[config.mk]
export PLATFORM = sky130hd
export DESIGN_NAME = line_pixel_rasterizer_top
export DESIGN_NICKNAME = d
export VERILOG_FILES = /design/src/rtl/core/lpr_pkg.sv /design/src/rtl/core/lpr_regs.sv /design/src/rtl/core/lpr_front.sv /design/src/rtl/core/lpr_divider.sv /design/src/rtl/core/lpr_back.sv /design/src/rtl/core/line_pixel_rasterizer_top.sv
export SDC_FILE = /design/constraint.sdc
export NUM_CORES = 1
export LEC_CHECK = 0
export BUFFER_PORTS_ARGS = -buffer_cell sky130_fd_sc_hd__clkbuf_2
export CORE_AREA = 2 2 260 262
export CTS_CLUSTER_SIZE = 12
export DETAILED_ROUTE_END_ITERATION = 7
export DIE_AREA = 0 0 262 264
export PLACE_DENSITY = 0.77
export SLEW_MARGIN = 40
export SYNTH_ARGS = -nofsm -noshare
export SYNTH_HDL_FRONTEND = slang
export SYNTH_HIERARCHICAL = 1
export SYNTH_SLANG_ARGS = --single-unit
[constraint.sdc]
create_clock -name aclk -period 14.6 [get_ports aclk]
set_clock_uncertainty 0.15 [all_clocks]
set_input_delay 1.46 -clock aclk [delete_from_list [all_inputs] [get_ports aclk]]
set_output_delay 1.46 -clock aclk [all_outputs]
set_load 0.01 [all_outputs]
[src/rtl/core/lpr_pkg.sv]
// Shared types and constants for the line pixel rasterizer.
// Used by every module under rtl/core; depends on nothing.
`default_nettype none

package lpr_pkg;

    // Frame size register width and reset values
    localparam int FRAME_W = 15;
    localparam logic [FRAME_W-1:0] FRAME_WIDTH_RESET  = 15'd640;
    localparam logic [FRAME_W-1:0] FRAME_HEIGHT_RESET = 15'd480;

    // Configuration port widths; register i sits at byte address 4*i
    localparam int APB_ADDR_W = 3;
    localparam int APB_DATA_W = 32;

    // Register index as taken from paddr bit 2
    localparam logic REG_FRAME_WIDTH  = 1'b0;
    localparam logic REG_FRAME_HEIGHT = 1'b1;

    // Input item codes
    localparam logic MODE_LOAD = 1'b0;
    localparam logic MODE_TICK = 1'b1;

    // Frame size as seen by the clipping logic
    typedef struct packed {
        logic [FRAME_W-1:0] width;
        logic [FRAME_W-1:0] height;
    } frame_cfg_t;

    // Command kind carried through the queue
    typedef enum logic {
        CMD_LOAD,
        CMD_TICK
    } cmd_kind_t;

    // Back end sequencer states
    typedef enum logic {
        BK_RUN,
        BK_WAIT_DIV
    } back_state_t;

    // Divider sequencer states
    typedef enum logic [1:0] {
        DV_IDLE,
        DV_MUL,
        DV_STEP,
        DV_DONE
    } div_state_t;

endpackage

`default_nettype wire

[src/rtl/core/lpr_regs.sv]
// Frame size registers behind an APB-style write/read port.
// Depends on lpr_pkg for widths, reset values and register indexes.
`default_nettype none

module lpr_regs (
    input  wire logic                              aclk,
    input  wire logic                              aresetn,
    input  wire logic                              psel,
    input  wire logic                              penable,
    input  wire logic                              pwrite,
    input  wire logic [lpr_pkg::APB_ADDR_W-1:0]    paddr,
    input  wire logic [lpr_pkg::APB_DATA_W-1:0]    pwdata,
    output logic      [lpr_pkg::APB_DATA_W-1:0]    prdata,
    output logic                                   pready,
    output lpr_pkg::frame_cfg_t                    frame_cfg
);

    logic [lpr_pkg::FRAME_W-1:0] width_reg;
    logic [lpr_pkg::FRAME_W-1:0] height_reg;
    logic                        wr_en;

    assign pready = 1'b1;
    assign wr_en  = psel && penable && pwrite;

    // Write the addressed register on the access cycle
    always_ff @(posedge aclk) begin
        if (!aresetn) begin
            width_reg  <= lpr_pkg::FRAME_WIDTH_RESET;
            height_reg <= lpr_pkg::FRAME_HEIGHT_RESET;
        end else if (wr_en) begin
            unique case (paddr[2])
                lpr_pkg::REG_FRAME_WIDTH:  width_reg  <= pwdata[lpr_pkg::FRAME_W-1:0];
                lpr_pkg::REG_FRAME_HEIGHT: height_reg <= pwdata[lpr_pkg::FRAME_W-1:0];
                default: ;
            endcase
        end
    end

    // Return the addressed register
    always_comb begin
        unique case (paddr[2])
            lpr_pkg::REG_FRAME_WIDTH:
                prdata = {{(lpr_pkg::APB_DATA_W-lpr_pkg::FRAME_W){1'b0}}, width_reg};
            lpr_pkg::REG_FRAME_HEIGHT:
                prdata = {{(lpr_pkg::APB_DATA_W-lpr_pkg::FRAME_W){1'b0}}, height_reg};
            default:
                prdata = '0;
        endcase
    end

    assign frame_cfg.width  = width_reg;
    assign frame_cfg.height = height_reg;

endmodule

`default_nettype wire

[src/rtl/core/lpr_front.sv]
// Front end: accepts input items, classifies them as load or tick,
// precomputes line deltas and holds them in a two-entry queue. Uses lpr_pkg.
`default_nettype none

module lpr_front #(
    parameter int COORD_WIDTH = 16
) (
    input  wire logic                          aclk,
    input  wire logic                          aresetn,
    // input channel
    input  wire logic                          s_valid,
    output logic                               s_ready,
    input  wire logic                          s_mode,
    input  wire logic signed [COORD_WIDTH-1:0] s_x_start,
    input  wire logic signed [COORD_WIDTH-1:0] s_y_start,
    input  wire logic signed [COORD_WIDTH-1:0] s_x_end,
    input  wire logic signed [COORD_WIDTH-1:0] s_y_end,
    input  wire logic        [7:0]             s_red_in,
    input  wire logic        [7:0]             s_green_in,
    input  wire logic        [7:0]             s_blue_in,
    // queue head toward the back end
    output logic                               q_valid,
    input  wire logic                          q_pop,
    output lpr_pkg::cmd_kind_t                 q_kind,
    output logic             [COORD_WIDTH-1:0] q_ox,
    output logic             [COORD_WIDTH-1:0] q_oy,
    output logic             [COORD_WIDTH-1:0] q_dx,
    output logic                               q_line_ok,
    output logic             [COORD_WIDTH-1:0] q_dy_mag,
    output logic                               q_dy_neg,
    output logic             [23:0]            q_color
);

    localparam int CW     = COORD_WIDTH;
    localparam int QDepth = 2;
    localparam int QPtrW  = $clog2(QDepth);
    localparam int QCntW  = $clog2(QDepth + 1);

    typedef struct packed {
        lpr_pkg::cmd_kind_t kind;
        logic [CW-1:0]      ox;
        logic [CW-1:0]      oy;
        logic [CW-1:0]      dx;
        logic               line_ok;
        logic [CW-1:0]      dy_mag;
        logic               dy_neg;
        logic [23:0]        color;
    } entry_t;

    entry_t           queue_reg [QDepth];
    entry_t           entry_new;
    logic [QPtrW-1:0] wr_ptr_reg;
    logic [QPtrW-1:0] rd_ptr_reg;
    logic [QCntW-1:0] count_reg;
    logic [QCntW-1:0] count_next;
    logic             push;
    logic [CW:0]      dx_full;
    logic [CW:0]      dy_full;
    logic [CW:0]      dy_abs;

    assign s_ready = (count_reg != QCntW'(QDepth));
    assign push    = s_valid && s_ready;
    assign q_valid = (count_reg != '0);

    // Classify the item and work out the deltas at full width
    always_comb begin
        dx_full = {s_x_end[CW-1], s_x_end} - {s_x_start[CW-1], s_x_start};
        dy_full = {s_y_end[CW-1], s_y_end} - {s_y_start[CW-1], s_y_start};
        dy_abs  = dy_full[CW] ? (~dy_full + 1'b1) : dy_full;

        entry_new.kind    = (s_mode == lpr_pkg::MODE_LOAD) ? lpr_pkg::CMD_LOAD
                                                           : lpr_pkg::CMD_TICK;
        entry_new.ox      = s_x_start;
        entry_new.oy      = s_y_start;
        entry_new.dx      = dx_full[CW-1:0];
        entry_new.line_ok = !dx_full[CW];
        entry_new.dy_mag  = dy_abs[CW-1:0];
        entry_new.dy_neg  = dy_full[CW];
        entry_new.color   = {s_red_in, s_green_in, s_blue_in};
    end

    // Store an accepted item
    always_ff @(posedge aclk) begin
        if (push) begin
            queue_reg[wr_ptr_reg] <= entry_new;
        end
    end

    // Advance pointers and fill count
    always_comb begin
        count_next = count_reg;
        case ({push, q_pop})
            2'b10:   count_next = count_reg + 1'b1;
            2'b01:   count_next = count_reg - 1'b1;
            default: count_next = count_reg;
        endcase
    end

    always_ff @(posedge aclk) begin
        if (!aresetn) begin
            wr_ptr_reg <= '0;
            rd_ptr_reg <= '0;
            count_reg  <= '0;
        end else begin
            if (push) begin
                wr_ptr_reg <= wr_ptr_reg + 1'b1;
            end
            if (q_pop) begin
                rd_ptr_reg <= rd_ptr_reg + 1'b1;
            end
            count_reg <= count_next;
        end
    end

    // Present the queue head
    assign q_kind    = queue_reg[rd_ptr_reg].kind;
    assign q_ox      = queue_reg[rd_ptr_reg].ox;
    assign q_oy      = queue_reg[rd_ptr_reg].oy;
    assign q_dx      = queue_reg[rd_ptr_reg].dx;
    assign q_line_ok = queue_reg[rd_ptr_reg].line_ok;
    assign q_dy_mag  = queue_reg[rd_ptr_reg].dy_mag;
    assign q_dy_neg  = queue_reg[rd_ptr_reg].dy_neg;
    assign q_color   = queue_reg[rd_ptr_reg].color;

endmodule

`default_nettype wire

[src/rtl/core/lpr_divider.sv]
// Row target unit: multiplies |dy| by the column offset, then divides by dx
// with a restoring divider, one quotient bit per cycle. Uses lpr_pkg.
`default_nettype none

module lpr_divider #(
    parameter int COORD_WIDTH = 16
) (
    input  wire logic                   aclk,
    input  wire logic                   aresetn,
    input  wire logic                   start,
    input  wire logic [COORD_WIDTH-1:0] factor_a,
    input  wire logic [COORD_WIDTH-1:0] factor_b,
    input  wire logic [COORD_WIDTH-1:0] divisor,
    output logic                        done,
    output logic      [COORD_WIDTH-1:0] quotient
);

    localparam int CW   = COORD_WIDTH;
    localparam int CntW = $clog2(CW);

    lpr_pkg::div_state_t state_reg;
    lpr_pkg::div_state_t state_next;

    logic [CW-1:0]   a_reg;
    logic [CW-1:0]   b_reg;
    logic [CW-1:0]   d_reg;
    logic [CW-1:0]   rem_reg;
    logic [CW-1:0]   lo_reg;
    logic [CntW-1:0] cnt_reg;
    logic [2*CW-1:0] product;
    logic [CW:0]     trial;
    logic [CW+1:0]   diff;
    logic            take;

    assign product = a_reg * b_reg;

    // One restoring step; the remainder stays below the divisor
    assign trial = {rem_reg, lo_reg[CW-1]};
    assign diff  = {1'b0, trial} - {2'b00, d_reg};
    assign take  = !diff[CW+1];

    // Sequence multiply, steps and done
    always_comb begin
        state_next = state_reg;
        unique case (state_reg)
            lpr_pkg::DV_IDLE: if (start) state_next = lpr_pkg::DV_MUL;
            lpr_pkg::DV_MUL:  state_next = lpr_pkg::DV_STEP;
            lpr_pkg::DV_STEP: if (cnt_reg == '0) state_next = lpr_pkg::DV_DONE;
            lpr_pkg::DV_DONE: state_next = lpr_pkg::DV_IDLE;
            default:          state_next = lpr_pkg::DV_IDLE;
        endcase
    end

    always_ff @(posedge aclk) begin
        if (!aresetn) begin
            state_reg <= lpr_pkg::DV_IDLE;
        end else begin
            state_reg <= state_next;
        end
    end

    // Operand, product and remainder datapath
    always_ff @(posedge aclk) begin
        case (state_reg)
            lpr_pkg::DV_IDLE: begin
                if (start) begin
                    a_reg <= factor_a;
                    b_reg <= factor_b;
                    d_reg <= divisor;
                end
            end
            lpr_pkg::DV_MUL: begin
                rem_reg <= product[2*CW-1:CW];
                lo_reg  <= product[CW-1:0];
                cnt_reg <= CntW'(CW - 1);
            end
            lpr_pkg::DV_STEP: begin
                rem_reg <= take ? diff[CW-1:0] : trial[CW-1:0];
                lo_reg  <= {lo_reg[CW-2:0], take};
                cnt_reg <= cnt_reg - 1'b1;
            end
            default: ;
        endcase
    end

    assign done     = (state_reg == lpr_pkg::DV_DONE);
    assign quotient = lo_reg;

endmodule

`default_nettype wire

[src/rtl/core/lpr_back.sv]
// Back end: executes load and tick commands, steps the line position,
// clips pixels and holds the result register. Uses lpr_pkg and lpr_divider.
`default_nettype none

module lpr_back #(
    parameter int COORD_WIDTH = 16
) (
    input  wire logic                          aclk,
    input  wire logic                          aresetn,
    input  wire lpr_pkg::frame_cfg_t           frame_cfg,
    // queue head
    input  wire logic                          q_valid,
    output logic                               q_pop,
    input  wire lpr_pkg::cmd_kind_t            q_kind,
    input  wire logic        [COORD_WIDTH-1:0] q_ox,
    input  wire logic        [COORD_WIDTH-1:0] q_oy,
    input  wire logic        [COORD_WIDTH-1:0] q_dx,
    input  wire logic                          q_line_ok,
    input  wire logic        [COORD_WIDTH-1:0] q_dy_mag,
    input  wire logic                          q_dy_neg,
    input  wire logic        [23:0]            q_color,
    // result channel
    output logic                               m_valid,
    input  wire logic                          m_ready,
    output logic signed      [COORD_WIDTH:0]   m_pixel_x,
    output logic signed      [COORD_WIDTH:0]   m_pixel_y,
    output logic             [7:0]             m_red,
    output logic             [7:0]             m_green,
    output logic             [7:0]             m_blue,
    output logic                               m_write_enable,
    output logic                               m_last
);

    localparam int CW   = COORD_WIDTH;
    localparam int CmpW = ((CW > lpr_pkg::FRAME_W) ? CW : lpr_pkg::FRAME_W) + 1;

    lpr_pkg::back_state_t state_reg;
    lpr_pkg::back_state_t state_next;

    // line state
    logic [CW-1:0] ox_reg;
    logic [CW-1:0] oy_reg;
    logic [CW-1:0] dx_reg;
    logic [CW-1:0] dy_mag_reg;
    logic          dy_neg_reg;
    logic [CW-1:0] col_reg;
    logic [CW-1:0] row_reg;
    logic [CW-1:0] target_reg;
    logic [23:0]   color_reg;
    logic          drawing_reg;

    // result register
    logic          m_valid_reg;
    logic [CW:0]   px_reg;
    logic [CW:0]   py_reg;
    logic [23:0]   rgb_reg;
    logic          we_reg;
    logic          last_reg;

    logic          out_free;
    logic          do_load;
    logic          do_emit;
    logic          row_step;
    logic          line_end;
    logic          div_start;
    logic          div_done;
    logic [CW-1:0] div_quot;
    logic [CW-1:0] col_inc;
    logic [CW:0]   px;
    logic [CW:0]   py;
    logic [CW:0]   row_ext;
    logic          in_frame;

    assign out_free = !m_valid_reg || m_ready;

    // Pixel position and clipping for the current step
    always_comb begin
        row_ext  = {1'b0, row_reg};
        px       = {ox_reg[CW-1], ox_reg} + {1'b0, col_reg};
        py       = {oy_reg[CW-1], oy_reg} + (dy_neg_reg ? (~row_ext + 1'b1) : row_ext);
        in_frame = !px[CW] && !py[CW]
                && ({{(CmpW-CW){1'b0}}, px[CW-1:0]}
                    < {{(CmpW-lpr_pkg::FRAME_W){1'b0}}, frame_cfg.width})
                && ({{(CmpW-CW){1'b0}}, py[CW-1:0]}
                    < {{(CmpW-lpr_pkg::FRAME_W){1'b0}}, frame_cfg.height});
    end

    assign row_step = (row_reg < target_reg);
    assign line_end = (col_reg == dx_reg);
    assign col_inc  = col_reg + 1'b1;

    // Decide what the head command does this cycle
    always_comb begin
        state_next = state_reg;
        q_pop      = 1'b0;
        do_load    = 1'b0;
        do_emit    = 1'b0;
        div_start  = 1'b0;
        unique case (state_reg)
            lpr_pkg::BK_RUN: begin
                if (q_valid) begin
                    if (q_kind == lpr_pkg::CMD_LOAD) begin
                        q_pop   = 1'b1;
                        do_load = 1'b1;
                    end else if (!drawing_reg) begin
                        // drop a tick with no line pending
                        q_pop = 1'b1;
                    end else if (out_free) begin
                        q_pop   = 1'b1;
                        do_emit = 1'b1;
                        if (!row_step && !line_end) begin
                            div_start  = 1'b1;
                            state_next = lpr_pkg::BK_WAIT_DIV;
                        end
                    end
                end
            end
            lpr_pkg::BK_WAIT_DIV: begin
                if (div_done) begin
                    state_next = lpr_pkg::BK_RUN;
                end
            end
            default: state_next = lpr_pkg::BK_RUN;
        endcase
    end

    always_ff @(posedge aclk) begin
        if (!aresetn) begin
            state_reg <= lpr_pkg::BK_RUN;
        end else begin
            state_reg <= state_next;
        end
    end

    // Drawing flag and result valid
    always_ff @(posedge aclk) begin
        if (!aresetn) begin
            drawing_reg <= 1'b0;
            m_valid_reg <= 1'b0;
        end else begin
            if (do_load) begin
                drawing_reg <= q_line_ok;
            end else if (do_emit && !row_step && line_end) begin
                drawing_reg <= 1'b0;
            end
            if (do_emit) begin
                m_valid_reg <= 1'b1;
            end else if (m_ready) begin
                m_valid_reg <= 1'b0;
            end
        end
    end

    // Latch a new line or advance the current one
    always_ff @(posedge aclk) begin
        if (do_load) begin
            ox_reg     <= q_ox;
            oy_reg     <= q_oy;
            dx_reg     <= q_dx;
            dy_mag_reg <= q_dy_mag;
            dy_neg_reg <= q_dy_neg;
            color_reg  <= q_color;
            col_reg    <= '0;
            row_reg    <= '0;
            target_reg <= (q_dx == '0) ? q_dy_mag : '0;
        end else if (do_emit) begin
            if (row_step) begin
                row_reg <= row_reg + 1'b1;
            end else if (!line_end) begin
                col_reg <= col_inc;
            end
        end else if (state_reg == lpr_pkg::BK_WAIT_DIV && div_done) begin
            target_reg <= div_quot;
        end
    end

    // Load the result register
    always_ff @(posedge aclk) begin
        if (do_emit) begin
            px_reg   <= px;
            py_reg   <= py;
            rgb_reg  <= color_reg;
            we_reg   <= in_frame;
            last_reg <= !row_step && line_end;
        end
    end

    lpr_divider #(
        .COORD_WIDTH (COORD_WIDTH)
    ) u_divider (
        .aclk     (aclk),
        .aresetn  (aresetn),
        .start    (div_start),
        .factor_a (dy_mag_reg),
        .factor_b (col_inc),
        .divisor  (dx_reg),
        .done     (div_done),
        .quotient (div_quot)
    );

    assign m_valid        = m_valid_reg;
    assign m_pixel_x      = px_reg;
    assign m_pixel_y      = py_reg;
    assign m_red          = rgb_reg[23:16];
    assign m_green        = rgb_reg[15:8];
    assign m_blue         = rgb_reg[7:0];
    assign m_write_enable = we_reg;
    assign m_last         = last_reg;

endmodule

`default_nettype wire

[src/rtl/core/line_pixel_rasterizer_top.sv]
// Line pixel rasterizer top level: input channel, result channel, frame registers.
// Instantiates lpr_regs, lpr_front and lpr_back; uses lpr_pkg.
//
// Usage:
//   Input channel (s_valid/s_ready): s_mode 0 loads a line from (x_start, y_start)
//   to (x_end, y_end) with a colour and gives no result; s_mode 1 is a tick that
//   yields the next pixel of the line, or nothing when no line is pending.
//   Result channel (m_valid/m_ready): pixel position, colour, write_enable set when
//   the pixel lies inside the frame, and last on the final pixel of the line.
//   Frame registers: frame_width at address 0, frame_height at address 4; write
//   them only while the block is idle.
//   Flow: an item enters the two-entry command queue; a tick's result is loaded from
//   the queue head into the result register. A tick that moves within a column is
//   done by the back end alone. A tick that moves to a new column then occupies the
//   row target unit for one multiply, one divider step per quotient bit and a hand-off;
//   the back end takes no further command until the unit is done, while the queue
//   still accepts items.
//   Stalls: the result register holds while m_ready is low; up to two further items
//   are queued, then s_ready drops.
//   Reset: frame size returns to 640 x 480, the queue empties and no line is pending.
`default_nettype none

module line_pixel_rasterizer_top #(
    parameter int COORD_WIDTH = 16
) (
    input  wire logic                                aclk,
    input  wire logic                                aresetn,
    // configuration port
    input  wire logic                                psel,
    input  wire logic                                penable,
    input  wire logic                                pwrite,
    input  wire logic [lpr_pkg::APB_ADDR_W-1:0]      paddr,
    input  wire logic [lpr_pkg::APB_DATA_W-1:0]      pwdata,
    output logic      [lpr_pkg::APB_DATA_W-1:0]      prdata,
    output logic                                     pready,
    // input channel
    input  wire logic                                s_valid,
    output logic                                     s_ready,
    input  wire logic                                s_mode,
    input  wire logic signed [COORD_WIDTH-1:0]       s_x_start,
    input  wire logic signed [COORD_WIDTH-1:0]       s_y_start,
    input  wire logic signed [COORD_WIDTH-1:0]       s_x_end,
    input  wire logic signed [COORD_WIDTH-1:0]       s_y_end,
    input  wire logic        [7:0]                   s_red_in,
    input  wire logic        [7:0]                   s_green_in,
    input  wire logic        [7:0]                   s_blue_in,
    // result channel
    output logic                                     m_valid,
    input  wire logic                                m_ready,
    output logic signed      [COORD_WIDTH:0]         m_pixel_x,
    output logic signed      [COORD_WIDTH:0]         m_pixel_y,
    output logic             [7:0]                   m_red,
    output logic             [7:0]                   m_green,
    output logic             [7:0]                   m_blue,
    output logic                                     m_write_enable,
    output logic                                     m_last
);

    lpr_pkg::frame_cfg_t      frame_cfg;
    lpr_pkg::cmd_kind_t       q_kind;
    logic                     q_valid;
    logic                     q_pop;
    logic [COORD_WIDTH-1:0]   q_ox;
    logic [COORD_WIDTH-1:0]   q_oy;
    logic [COORD_WIDTH-1:0]   q_dx;
    logic                     q_line_ok;
    logic [COORD_WIDTH-1:0]   q_dy_mag;
    logic                     q_dy_neg;
    logic [23:0]              q_color;

    // Frame size registers
    lpr_regs u_regs (
        .aclk      (aclk),
        .aresetn   (aresetn),
        .psel      (psel),
        .penable   (penable),
        .pwrite    (pwrite),
        .paddr     (paddr),
        .pwdata    (pwdata),
        .prdata    (prdata),
        .pready    (pready),
        .frame_cfg (frame_cfg)
    );

    // Accept and queue commands
    lpr_front #(
        .COORD_WIDTH (COORD_WIDTH)
    ) u_front (
        .aclk       (aclk),
        .aresetn    (aresetn),
        .s_valid    (s_valid),
        .s_ready    (s_ready),
        .s_mode     (s_mode),
        .s_x_start  (s_x_start),
        .s_y_start  (s_y_start),
        .s_x_end    (s_x_end),
        .s_y_end    (s_y_end),
        .s_red_in   (s_red_in),
        .s_green_in (s_green_in),
        .s_blue_in  (s_blue_in),
        .q_valid    (q_valid),
        .q_pop      (q_pop),
        .q_kind     (q_kind),
        .q_ox       (q_ox),
        .q_oy       (q_oy),
        .q_dx       (q_dx),
        .q_line_ok  (q_line_ok),
        .q_dy_mag   (q_dy_mag),
        .q_dy_neg   (q_dy_neg),
        .q_color    (q_color)
    );

    // Execute commands and drive results
    lpr_back #(
        .COORD_WIDTH (COORD_WIDTH)
    ) u_back (
        .aclk           (aclk),
        .aresetn        (aresetn),
        .frame_cfg      (frame_cfg),
        .q_valid        (q_valid),
        .q_pop          (q_pop),
        .q_kind         (q_kind),
        .q_ox           (q_ox),
        .q_oy           (q_oy),
        .q_dx           (q_dx),
        .q_line_ok      (q_line_ok),
        .q_dy_mag       (q_dy_mag),
        .q_dy_neg       (q_dy_neg),
        .q_color        (q_color),
        .m_valid        (m_valid),
        .m_ready        (m_ready),
        .m_pixel_x      (m_pixel_x),
        .m_pixel_y      (m_pixel_y),
        .m_red          (m_red),
        .m_green        (m_green),
        .m_blue         (m_blue),
        .m_write_enable (m_write_enable),
        .m_last         (m_last)
    );

endmodule

`default_nettype wire

==> metrics.txt <==
first-pass GRT wire length roughly 120,000 um; crit path cell chain nand2_1 -> fa_1 -> inv_1 -> fa_1 -> fa_1 -> fa_1 -> fa_1 -> inv_1 -> fa_1 -> inv_1 -> ha_1 -> a21oi_1 -> o21ai_0 -> a22oi_1 -> nand2_1 -> nor3_1 -> o21ai_0 -> xnor2_1 -> o21ai_0; register bit total from synthesis 503; # rows 95; count of final hold-check violations 0; post-synthesis simple-gate area fraction between 10 and 15%; Area after DPL 0.0347 mm2; Relative slew margins 47.9%; clock tree buffer depth 3; worst path required time about 15,000 ps; CP Class flip-flop to flip-flop; Final Cycle Share 48.4%; die width roughly 260 um; Starting DRT DRC Count 1,881; Mapped Area about 0.033 mm2; worst-path maximum fanout 16; HPWL after DPL around 55,000 um; initial antenna violation count 0; All-Layer GR Usage 21.6%; status finished with violations; dominant synthesized flop cell edfxtp_1; Lkg Pwr around 15 nW; layout cells sized above 1 14.1%; worst min-delay path category flip-flop to flip-flop; Clock Tree Root clkbuf_16; TritonCTS clock tree done; Flop pwr share around 47%; Final nets ~3,600; Clk pwr share a little under a third; mux cell area share after synthesis approximately 5.3%; PortBufs about 190; I/O pins 226; fill count around 5,500; area grow syn2layout 10.3%; largest net degree at the start of global routing 72; failing checks design-rule violations; final WL approximately 74,000 um; Worst R2R Setup Slack between 7000 and 8000 ps; Core Area about 0.067 mm2; post-CTS sizing 0; vias 22,000; xor/xnor share of the synthesized area 3.85%; Synth Area in Adders a little over a fifth; DR vias/cell around 5.5; Max Freq between 100 and 150 MHz; post-placement cell count a little under 4,000; switching power 1.21 mW; Util after Layout 54.6%; Internal Pwr Total approximately 3.0 mW; CP most frequent cell fa_1; DR pass1 iterations 7; initial core utilization between 40 and 50%; Final ANT Viol Nets 0; post-synthesis compound-gate area fraction 9.14%; EDFF count, synth around 430; Worst Path Arrival 7230 ps; worst vdd ir 122 uV; startpoint type of the worst setup path flip-flop; Slew Viols, Final 0; Final GP Congestion between 0.9 and 1; WL per Instance 18.5 um; post-CTS setup buffers 0; crit path max-delay cell type edfxtp_1; TNS Setup 0 ps; Async SR Flop Fraction 0%; largest family of logic cells by synthesized area adder cells; CP endpoint kind flip-flop; cell area power density ~120 mW/mm2; fin crit period between 7000 and 8000 ps; fin area approximately 0.036 mm2; Mean Syn Cell Area 11.4 um2; number of distinct library cells after synthesis roughly 90; vias in the first global route roughly 22,000; DRC violations left 2; Least-Margin Pin Slew between 700 and 800 ps; max-cap violation count 0; cts hold-fix bufs 0; switching share of power between 20 and 30%; CTS H-Tree Depth 2; max FFs per register ~180; DIE AREA ~0.069 mm2; CTS Buf Count between 50 and 60; Final Power 4.19 mW; final cell count without fillers 3,982; synthesized instance count a little under 3,000; sequential area share after synthesis 43.6%; clock sinks 503; Setup-failing EPs final 0; grt ovf 0; Die Ht around 260 um; slowest cell delay on critical path 830 ps; Worst-path clk slew 80 ps; RSZ-0062 raised after global routing false; Ys Warns 6; Clock Latency Late Sink a little under 600 ps; logic gate share of total power between 20% and 30%
## power by group through the flow
stage / Clock (mW) / Combinational [mW] / Sequential [mW]
final: 1.30 / 0.950 / 1.95
after global routing: 1.37 / 1.04 / 1.96
after CTS: 1.31 / 0.946 / 1.95
after detailed placement: 0 / 0.937 / 1.98
after global placement: 0 / 0.909 / 1.97
after floorplan: 0 / 0.681 / 1.94
## Yosys cell counts, types with 6 or more instances
cell type | instances | share of area (%)
a211oi_1 | 17 | 0.39
a21o_1 | 32 | 0.73
a21oi_1 | 102 | 1.5
a22o_1 | 16 | 0.43
a31o_2 | 9 | 0.24
a31oi_1 | 25 | 0.47
a41o_1 | 6 | 0.18
and2_1 | 127 | 2.4
and3_1 | 21 | 0.40
and4_1 | 6 | 0.16
buf_2 | 7 | 0.11
buf_4 | 18 | 0.41
clkbuf_1 | 75 | 0.85
dfxtp_1 | 72 | 4.4
edfxtp_1 | 431 | 39
fa_1 | 199 | 12
ha_1 | 239 | 9.1
inv_1 | 383 | 4.4
mux2_2 | 111 | 3.8
mux2i_1 | 50 | 1.5
nand2_1 | 299 | 3.4
nand2b_1 | 24 | 0.46
nand3_1 | 32 | 0.49
nand4_1 | 16 | 0.30
nor2_1 | 93 | 1.1
nor2b_1 | 27 | 0.51
nor3_1 | 18 | 0.27
nor4_1 | 14 | 0.27
o2111ai_1 | 8 | 0.21
o211ai_1 | 16 | 0.36
o21a_1 | 16 | 0.36
o21ai_0 | 87 | 1.3
o21ai_1 | 7 | 0.11
o21bai_1 | 15 | 0.34
o31ai_1 | 18 | 0.41
or2_2 | 10 | 0.19
or4_1 | 8 | 0.18
xnor2_1 | 94 | 2.5
xor2_1 | 51 | 1.4
## per-layer routing
metal	part of all wire, %	GRT usage [%]	wire length, um
met1	43	29.8	31500
met5	0	0	0
met2	48	35.7	35800
met3	6.6	3.21	4860
met4	2.2	5.57	1650
## worst max-delay path: cells and delay by family (launching register included)
kind | cells | cell delay (ps)
AOI/OAI and AO/OA | 5 | 1040
xor gates and xnor gates | 1 | 200
adders and majority gates | 7 | 3610
buffers and inverters | 3 | 160
DFF | 1 | 830
and+or+nand+nor | 3 | 800
## cell families after synthesis
group                      Yosys count
AOI/OAI and AO/OA                  438
xor gates and xnor gates           145
adders and majority gates          438
buffers and inverters              492
DFF                                503
muxes                              161
other                                2
and+or+nand+nor                    724
## cells in the final DEF, fill, tap and decap left out, types with 27 or more instances in the layout
master | netlist | final
inv_1 | 383 | 381
nand2_1 | 299 | 299
fa_1 | 199 | 199
ha_1 | 239 | 238
xnor2_1 | 94 | 94
nor2_1 | 93 | 92
mux2i_1 | 50 | 50
clkbuf_16 | 0 | 54
xor2_1 | 51 | 51
dfxtp_1 | 72 | 71
mux2_2 | 111 | 111
a21oi_1 | 102 | 102
clkbuf_2 | 1 | 188
a21o_1 | 32 | 32
nand3_1 | 32 | 32
edfxtp_1 | 431 | 431
nor2b_1 | 27 | 27
and2_1 | 127 | 126
o21ai_0 | 87 | 87
## stage by stage
step	hold WS [ps]	setup slack, ps
6_report	267	7530
5_1_grt	271	7190
4_1_cts	269	7570
3_5_place_dp	255	7610
3_3_place_gp	250	7690
2_1_floorplan	250	8520
## final timing paths
check             cells after the start                           startpoint                                      to
hold / removal                        0       u_back/dy_mag_reg[7]$_DFFE_PP_     u_back/u_divider/a_reg[7]$_DFFE_PP_
hold reg to reg                       0       u_back/dy_mag_reg[7]$_DFFE_PP_     u_back/u_divider/a_reg[7]$_DFFE_PP_
setup reg to reg                     19  u_back/u_divider/a_reg[5]$_DFFE_PP_  u_back/u_divider/rem_reg[10]$_DFFE_PP_
setup / recovery                     19  u_back/u_divider/a_reg[5]$_DFFE_PP_  u_back/u_divider/rem_reg[10]$_DFFE_PP_
## final cells by class
class / instances / area [um2] / share of cell area, %
tap: 873 / 1090 / 3.00
antenna: 1 / 2.50 / 0.00688
multi-input combinational: 1924 / 16700 / 46.0
inverter: 385 / 1450 / 3.98
clock buffer: 85 / 1520 / 4.17
timing repair buffer: 201 / 1050 / 2.90
clock inverter: 10 / 140 / 0.385
sequential: 503 / 14400 / 39.6
Note: power is estimated with default switching activity, not from simulation.
